--- src/rtl/core/falt_pkg.sv ---
package falt_pkg;

  localparam int CFG_DW = 24;
  localparam int CFG_IW = 1;

  localparam logic [CFG_IW-1:0] REG_MAX_FAIL = 1'd0;
  localparam logic [CFG_IW-1:0] REG_LOCKOUT  = 1'd1;

  localparam logic [1:0] OP_CHECK  = 2'd0;
  localparam logic [1:0] OP_RECORD = 2'd1;
  localparam logic [1:0] OP_CLEAR  = 2'd2;

  localparam logic [7:0]  MAX_FAIL_RST = 8'd5;
  localparam logic [23:0] LOCKOUT_RST  = 24'd300;
  localparam logic [7:0]  COUNT_SAT    = 8'hFF;

  typedef struct packed {
    logic [1:0]  op;
    logic [31:0] key_address;
    logic [31:0] now_seconds;
  } in_req_t;

  typedef struct packed {
    logic        locked;
    logic [23:0] retry_after;
    logic        entry_found;
  } out_rsp_t;

  typedef struct packed {
    logic [31:0] address;
    logic [7:0]  fail_count;
    logic [31:0] last_failure;
  } entry_t;

endpackage

--- src/rtl/core/falt_ram.sv ---
module falt_ram #(
  parameter int WIDTH  = 72,
  parameter int DEPTH  = 64,
  parameter int ADDR_W = (DEPTH > 1) ? $clog2(DEPTH) : 1
) (
  input  logic              clk,
  input  logic              we,
  input  logic [ADDR_W-1:0] waddr,
  input  logic [WIDTH-1:0]  wdata,
  input  logic [ADDR_W-1:0] raddr,
  output logic [WIDTH-1:0]  rdata
);

  logic [WIDTH-1:0] mem [DEPTH];

  always_ff @(posedge clk) begin
    if (we) begin
      mem[waddr] <= wdata;
    end
    rdata <= mem[raddr];
  end

endmodule

--- src/rtl/core/failed_attempt_lockout_table_unit.sv ---
// Failed-attempt lockout table: per-address failure records in a single-port-write RAM.
// One request at a time (in_ready only while idle); each runs a linear RAM scan
// (one entry read per cycle) for lookup, free slot and oldest stamp, then an execute
// step that issues the result once the output register is free.
// Reset (rst_n low, synchronous): all entries invalid, registers to 5 and 300, idle.
// No clearing pass: entry valid bits live in flops and clear at once.
module failed_attempt_lockout_table_unit
  import falt_pkg::*;
#(
  parameter int TABLE_ENTRIES = 64
) (
  input  logic              clk,
  input  logic              rst_n,
  input  logic              in_valid,
  output logic              in_ready,
  input  in_req_t           in_req,
  output logic              out_valid,
  input  logic              out_ready,
  output out_rsp_t          out_rsp,
  input  logic              cfg_we,
  input  logic [CFG_IW-1:0] cfg_index,
  input  logic [CFG_DW-1:0] cfg_wdata
);

  localparam int IW = (TABLE_ENTRIES > 1) ? $clog2(TABLE_ENTRIES) : 1;
  localparam logic [IW:0] LAST = (IW+1)'(TABLE_ENTRIES);
  localparam int EW = $bits(entry_t);

  localparam logic [1:0] ST_IDLE = 2'd0;
  localparam logic [1:0] ST_SCAN = 2'd1;
  localparam logic [1:0] ST_EXEC = 2'd2;

  logic [1:0]               state_r, state_nxt;
  logic [IW:0]              cnt_r, cnt_nxt;
  logic                     rd_pend_r, rd_pend_nxt;
  logic [IW-1:0]            rd_idx_r, rd_idx_nxt;
  in_req_t                  req_r, req_nxt;
  logic                     found_r, found_nxt;
  logic [IW-1:0]            found_idx_r, found_idx_nxt;
  logic [7:0]               found_cnt_r, found_cnt_nxt;
  logic [31:0]              found_stamp_r, found_stamp_nxt;
  logic                     free_r, free_nxt;
  logic [IW-1:0]            free_idx_r, free_idx_nxt;
  logic                     old_r, old_nxt;
  logic [IW-1:0]            old_idx_r, old_idx_nxt;
  logic [31:0]              old_stamp_r, old_stamp_nxt;
  logic [TABLE_ENTRIES-1:0] valid_r, valid_nxt;
  logic [7:0]               max_fail_r, max_fail_nxt;
  logic [23:0]              lockout_r, lockout_nxt;
  logic                     out_valid_r, out_valid_nxt;
  out_rsp_t                 out_rsp_r, out_rsp_nxt;

  logic          ram_we;
  logic [IW-1:0] ram_waddr;
  entry_t        ram_wdata;
  entry_t        ram_rdata;
  logic [EW-1:0] ram_rbits;
  logic          slot_v;
  logic [31:0]   elapsed;

  falt_ram #(
    .WIDTH (EW),
    .DEPTH (TABLE_ENTRIES),
    .ADDR_W(IW)
  ) u_ram (
    .clk  (clk),
    .we   (ram_we),
    .waddr(ram_waddr),
    .wdata(ram_wdata),
    .raddr(cnt_r[IW-1:0]),
    .rdata(ram_rbits)
  );

  assign ram_rdata = entry_t'(ram_rbits);
  assign slot_v    = valid_r[rd_idx_r];
  assign elapsed   = req_r.now_seconds - found_stamp_r;
  assign in_ready  = (state_r == ST_IDLE);
  assign out_valid = out_valid_r;
  assign out_rsp   = out_rsp_r;

  always_comb begin
    state_nxt       = state_r;
    cnt_nxt         = cnt_r;
    rd_pend_nxt     = rd_pend_r;
    rd_idx_nxt      = rd_idx_r;
    req_nxt         = req_r;
    found_nxt       = found_r;
    found_idx_nxt   = found_idx_r;
    found_cnt_nxt   = found_cnt_r;
    found_stamp_nxt = found_stamp_r;
    free_nxt        = free_r;
    free_idx_nxt    = free_idx_r;
    old_nxt         = old_r;
    old_idx_nxt     = old_idx_r;
    old_stamp_nxt   = old_stamp_r;
    valid_nxt       = valid_r;
    max_fail_nxt    = max_fail_r;
    lockout_nxt     = lockout_r;
    out_valid_nxt   = out_valid_r;
    out_rsp_nxt     = out_rsp_r;
    ram_we          = 1'b0;
    ram_waddr       = found_idx_r;
    ram_wdata       = '{address: req_r.key_address, fail_count: 8'd1,
                        last_failure: req_r.now_seconds};

    if (out_valid_r && out_ready) begin
      out_valid_nxt = 1'b0;
    end

    if (cfg_we) begin
      unique case (cfg_index)
        REG_MAX_FAIL: max_fail_nxt = cfg_wdata[7:0];
        REG_LOCKOUT:  lockout_nxt  = cfg_wdata[23:0];
        default:      ;
      endcase
    end

    unique case (state_r)
      ST_IDLE: begin
        if (in_valid) begin
          req_nxt     = in_req;
          cnt_nxt     = '0;
          rd_pend_nxt = 1'b0;
          found_nxt   = 1'b0;
          free_nxt    = 1'b0;
          old_nxt     = 1'b0;
          state_nxt   = ST_SCAN;
        end
      end
      ST_SCAN: begin
        if (cnt_r != LAST) begin
          cnt_nxt     = cnt_r + 1'b1;
          rd_pend_nxt = 1'b1;
          rd_idx_nxt  = cnt_r[IW-1:0];
        end else begin
          rd_pend_nxt = 1'b0;
        end
        if (rd_pend_r) begin
          if (slot_v && !found_r && ram_rdata.address == req_r.key_address) begin
            found_nxt       = 1'b1;
            found_idx_nxt   = rd_idx_r;
            found_cnt_nxt   = ram_rdata.fail_count;
            found_stamp_nxt = ram_rdata.last_failure;
          end
          if (!slot_v && !free_r) begin
            free_nxt     = 1'b1;
            free_idx_nxt = rd_idx_r;
          end
          if (slot_v && (!old_r || ram_rdata.last_failure < old_stamp_r)) begin
            old_nxt       = 1'b1;
            old_idx_nxt   = rd_idx_r;
            old_stamp_nxt = ram_rdata.last_failure;
          end
        end
        if (cnt_r == LAST && !rd_pend_r) begin
          state_nxt = ST_EXEC;
        end
      end
      ST_EXEC: begin
        if (!out_valid_r || out_ready) begin
          out_valid_nxt           = 1'b1;
          out_rsp_nxt.locked      = 1'b0;
          out_rsp_nxt.retry_after = '0;
          out_rsp_nxt.entry_found = found_r;
          unique case (req_r.op)
            OP_CHECK: begin
              if (found_r && found_cnt_r >= max_fail_r
                  && elapsed < {8'd0, lockout_r}) begin
                out_rsp_nxt.locked      = 1'b1;
                out_rsp_nxt.retry_after = lockout_r - elapsed[23:0];
              end
            end
            OP_RECORD: begin
              ram_we = 1'b1;
              if (found_r) begin
                ram_waddr            = found_idx_r;
                ram_wdata.fail_count = (found_cnt_r == COUNT_SAT) ? COUNT_SAT
                                                                  : found_cnt_r + 8'd1;
              end else if (free_r) begin
                ram_waddr = free_idx_r;
              end else begin
                ram_waddr = old_idx_r;
              end
              valid_nxt[ram_waddr] = 1'b1;
            end
            OP_CLEAR: begin
              if (found_r) begin
                valid_nxt[found_idx_r] = 1'b0;
              end
            end
            default: ;
          endcase
          state_nxt = ST_IDLE;
        end
      end
      default: state_nxt = ST_IDLE;
    endcase
  end

  always_ff @(posedge clk) begin
    if (!rst_n) begin
      state_r     <= ST_IDLE;
      cnt_r       <= '0;
      rd_pend_r   <= 1'b0;
      found_r     <= 1'b0;
      free_r      <= 1'b0;
      old_r       <= 1'b0;
      valid_r     <= '0;
      max_fail_r  <= MAX_FAIL_RST;
      lockout_r   <= LOCKOUT_RST;
      out_valid_r <= 1'b0;
    end else begin
      state_r     <= state_nxt;
      cnt_r       <= cnt_nxt;
      rd_pend_r   <= rd_pend_nxt;
      found_r     <= found_nxt;
      free_r      <= free_nxt;
      old_r       <= old_nxt;
      valid_r     <= valid_nxt;
      max_fail_r  <= max_fail_nxt;
      lockout_r   <= lockout_nxt;
      out_valid_r <= out_valid_nxt;
    end
  end

  always_ff @(posedge clk) begin
    rd_idx_r      <= rd_idx_nxt;
    req_r         <= req_nxt;
    found_idx_r   <= found_idx_nxt;
    found_cnt_r   <= found_cnt_nxt;
    found_stamp_r <= found_stamp_nxt;
    free_idx_r    <= free_idx_nxt;
    old_idx_r     <= old_idx_nxt;
    old_stamp_r   <= old_stamp_nxt;
    out_rsp_r     <= out_rsp_nxt;
  end

  a_accept_starts_scan: assert property (@(posedge clk) disable iff (!rst_n)
    in_valid && in_ready |=> state_r == ST_SCAN)
    else $error("accepted request did not start a scan");

  a_locked_has_time: assert property (@(posedge clk) disable iff (!rst_n)
    out_valid_r && out_rsp_r.locked |-> out_rsp_r.retry_after != '0)
    else $error("locked result with zero retry time");

  a_locked_needs_entry: assert property (@(posedge clk) disable iff (!rst_n)
    out_valid_r && out_rsp_r.locked |-> out_rsp_r.entry_found)
    else $error("locked result without an entry");

  a_full_has_victim: assert property (@(posedge clk) disable iff (!rst_n)
    state_r == ST_EXEC && !found_r && !free_r |-> old_r)
    else $error("full table without an eviction candidate");

endmodule

--- config.mk ---
export PLATFORM = sky130hd
export DESIGN_NAME = failed_attempt_lockout_table_unit
export DESIGN_NICKNAME = d
export VERILOG_FILES = /design/src/rtl/core/falt_pkg.sv /design/src/rtl/core/falt_ram.sv /design/src/rtl/core/failed_attempt_lockout_table_unit.sv
export SDC_FILE = /design/constraint.sdc
export NUM_CORES = 2
export LEC_CHECK = 0
export BUFFER_PORTS_ARGS = -buffer_cell sky130_fd_sc_hd__buf_4
export CORE_UTILIZATION = 59
export CTS_CLUSTER_DIAMETER = 80
export DETAILED_ROUTE_END_ITERATION = 8
export PLACE_DENSITY = 0.76
export SYNTH_ARGS = -nofsm -noshare
export SYNTH_HDL_FRONTEND = slang
export SYNTH_HIERARCHICAL = 1
export SYNTH_MEMORY_MAX_BITS = 65536
export SYNTH_SLANG_ARGS = --single-unit
--- constraint.sdc ---
create_clock -name clk -period 10.05 [get_ports clk]
set_input_delay 2.01 -clock clk [delete_from_list [all_inputs] [get_ports clk]]
set_output_delay 2.01 -clock clk [all_outputs]
set_load 0.03 [all_outputs]
==> metrics.yaml <==
run_status:
  outcome: "finished, final reports clean"
synth:
  synth.yosys.seq_area_share: 0.7721
  yosys.area_share.simple: 0.01927
  syn_nets: 9047
  synth-async-reset-ratio: 0
  synth_edf_count: 4796
  ys.warnings.count: 6
  synth_compound_area_frac: 0.03769
  synth_xor_area_frac: 0.003572
  syn_area_mm2: 0.1912
  synth-main-ff-cell: "edfxtp_1"
  yosys-mux-area-fraction: 0.1449
  synth_seq_cells: 4978
  syn-instance-count: 8829
  ys_types: 78
  synth_top_family_by_area: "multiplexers"
  avgSynthCellArea_um2: 21.66
  yosys.area_share.adder: 0.008061
placed_design:
  gp_routability_congestion: 0.8992
  numPortBuffers: 123
  dp_cells: 13110
  hpwl_um: 304000
  placed_area_mm2: 0.1986
  place_ws_ns: 3.672
timing:
  fin_skew_ns: 0.05165
  min_period_ns: 6.082
  fin_tns_setup_ns: 0
  max_freq_mhz: 164.4
  setup_viol_count_final: 0
  maxSlewHeadroom: 0.09398
  worst_slew_pin_slew_ns: 1.349
  finalCritPeriodShare: 0.6052
  slew_violations: 0
  worst_slack_ns: 3.968
  hold_viol_final: 0
  rsz0062_at_grt: "no"
  hold-worst-slack_ns: 0.4071
pwr:
  p_leak_nw: 64.80
  p_int_mw: 33.27
  irDropWorstVdd_mv: 0.1595
  p_per_area_mw_per_mm2: 196.7
  netSwitchingFraction: 0.2090
  p_seq_frac: 0.542
  p_comb_frac: 0.038
  netSwitchingPower_mw: 8.789
  power.share.clock: 0.420
  p_total_mw: 42.05
grt:
  grt_max_degree: 125
  grt_usage: 0.3319
  overflow: 0
  grt_pass1_wl_um: 749300
  antenna_found_initial: 55
  grt_pass1_vias: 97970
routing:
  first_iter_violations: 17180
  wirelength_um: 539100
  postRouteAntennaNets: 0
  vias: 99570
  firstDrtPassIters: 6
  wire_per_inst_um: 38.51
  vias_per_cell: 7.112
  drc: 0
clock_tree:
  cts_tree: "done"
  clkSinkCount: 4978
  h-tree-depth: 5
  cts.path.max_buffers: 4
  cts_setup_buffers: 0
  cts_buffers: 467
  clk_pin_slew_ns: 0.06
  clock-root-buffer: "clkbuf_16"
  clkLatencyLatePin_ns: 1.01
  hold_buffers: 0
  cts_resized: 0
critical_path:
  cp-end-kind: "flop"
  cp-start-kind: "flop"
  cp_data_arrival_time_ns: 6.90
  r2r.worst_path.cells: 19
  cp_slowest_cell: "edfxtp_1"
  slowest_delay_ns: 1.19
  worstPathMaxFanout: 35
  required_ns: 10.87
  crit_type: "flop to flop"
  crit_chain: "ha_1, nor2b_1, o31a_1, o21ai_1, a21oi_1, o21a_1, o21ai_0, nand2b_1, xor2_1, ha_1, a21o_1, a2111o_1, a21oi_1, a21oi_1, a2111oi_0, o311ai_0, or4_1, buf_4, nor4_2"
  cp_common_cell: "a21oi_1"
die:
  die_y_um: 571.3
  num_rows: 208
  die_x_um: 571.3
  io_pins: 124
  die-area_mm2: 0.3264
  coreArea_mm2: 0.3217
  start_util: 0.5945
layout:
  area_growth_pct: 11.82
  fin_util: 0.6648
  finalNonFillerCells: 14000
  fin_area_mm2: 0.2138
  nNetsFinal: 9490
  drive_gt1_frac: 0.2507
job:
  maxCapViolations: 0
min_path:
  hold_path.class: "flop to flop"
  holdPathStages: 0
-- Yosys cell counts, types with 120 or more instances --
library cell	number	area share
a22oi_1	289	0.011
buf_2	193	0.0051
clkbuf_1	169	0.0033
dfxtp_1	182	0.019
edfxtp_1	4796	0.75
ha_1	120	0.0079
inv_1	141	0.0028
mux4_2	1173	0.14
nand2_1	177	0.0035
nand3_1	151	0.0040
nor2_1	185	0.0036
o21ai_0	136	0.0036
o22ai_1	144	0.0047
-- cell usage in the layout (no fill, tap or decap), drive strengths merged, types with 19 or more instances in the layout --
cell	synthesis	layout
ha	120	120
a21o	33	33
o22ai	144	144
xnor2	34	34
buf	285	427
o21ai	138	138
dfxtp	182	182
clkbuf	169	595
bufinv	0	45
mux2i	119	119
o211a	72	72
nor2	185	185
diode	0	21
nor2b	31	31
xor2	44	44
clkinv	0	202
mux4	1173	1173
nand4	19	19
nand3b	28	28
a22oi	289	289
a211oi	77	77
nand2	178	178
edfxtp	4796	4796
a21boi	67	67
a21oi	69	69
nand2b	25	25
nand3	151	151
and2	35	35
inv	141	158
nor3	47	47
o221ai	56	56
-- registers in the layout (all words and copies together), names as in the netlist, 2 cells and up --
signal         count
cnt_r              7
found_cnt_r        8
found_idx_r        6
found_stamp_r     32
free_idx_r         6
lockout_r         24
max_fail_r         8
old_idx_r          6
old_stamp_r       32
out_rsp           26
ram_wdata         64
rd_idx_r           6
req_r              2
state_r            2
u_ram/mem       4608
u_ram/rdata       72
valid_r           64
-- logic make-up after synthesis --
group	count (synthesis)
flops	4978
buf+inv	595
compound gates	1010
simple gates	745
fa+ha+maj	122
xor+xnor	78
mux	1301
-- power by group through the flow --
stage,Clock (mW),Sequential [mW],Combinational [mW]
2_1_floorplan,0,23.3,0.932
3_5_place_dp,0,23.2,1.60
4_1_cts,17.7,22.8,1.61
5_1_grt,18.5,22.8,1.70
3_3_place_gp,0,23.2,1.56
6_report,17.7,22.8,1.62
-- final cells by class --
cell class	instances	area [um2]
Clock inverter	277	2694
Sequential cell	4978	147700
Fill cell	19480	107800
Clock buffer	594	12470
Tap cell	4305	5386
Antenna cell	21	52.55
Timing Repair Buffer	428	3561
Multi-Input combinational cell	3256	41460
Inverter	141	531.8
-- per-layer routing --
layer / global-route usage / up-vias / routed length, um
li1: - / 38080 / -
met1: 0.4449 / 51250 / 179200
met2: 0.5024 / 8761 / 246700
met3: 0.1051 / 1425 / 82370
met4: 0.1538 / 58 / 30490
met5: 0 / - / 389
-- worst paths after layout --
kind	startpoint	to	slack, ns
setup / recovery	ram_wdata[1]	out_rsp[5]	3.97
hold / removal	u_ram/rdata[34]	found_cnt_r[2]	0.41
setup reg to reg	ram_wdata[1]	out_rsp[5]	3.97
hold reg to reg	u_ram/rdata[34]	found_cnt_r[2]	0.41
-- critical path: cells and delay by family, from the launching register on --
| family | cells | cell delay, ns |
|---|---|---|
| AO/OA/AOI/OAI | 11 | 2.43 |
| AND/OR/NAND/NOR | 4 | 1.04 |
| buffers and inverters | 1 | 0.27 |
| flip-flops | 1 | 1.19 |
| adder cells (fa/ha/maj) | 2 | 0.78 |
| XOR/XNOR | 1 | 0.17 |
(Power assumes the default switching activity.)
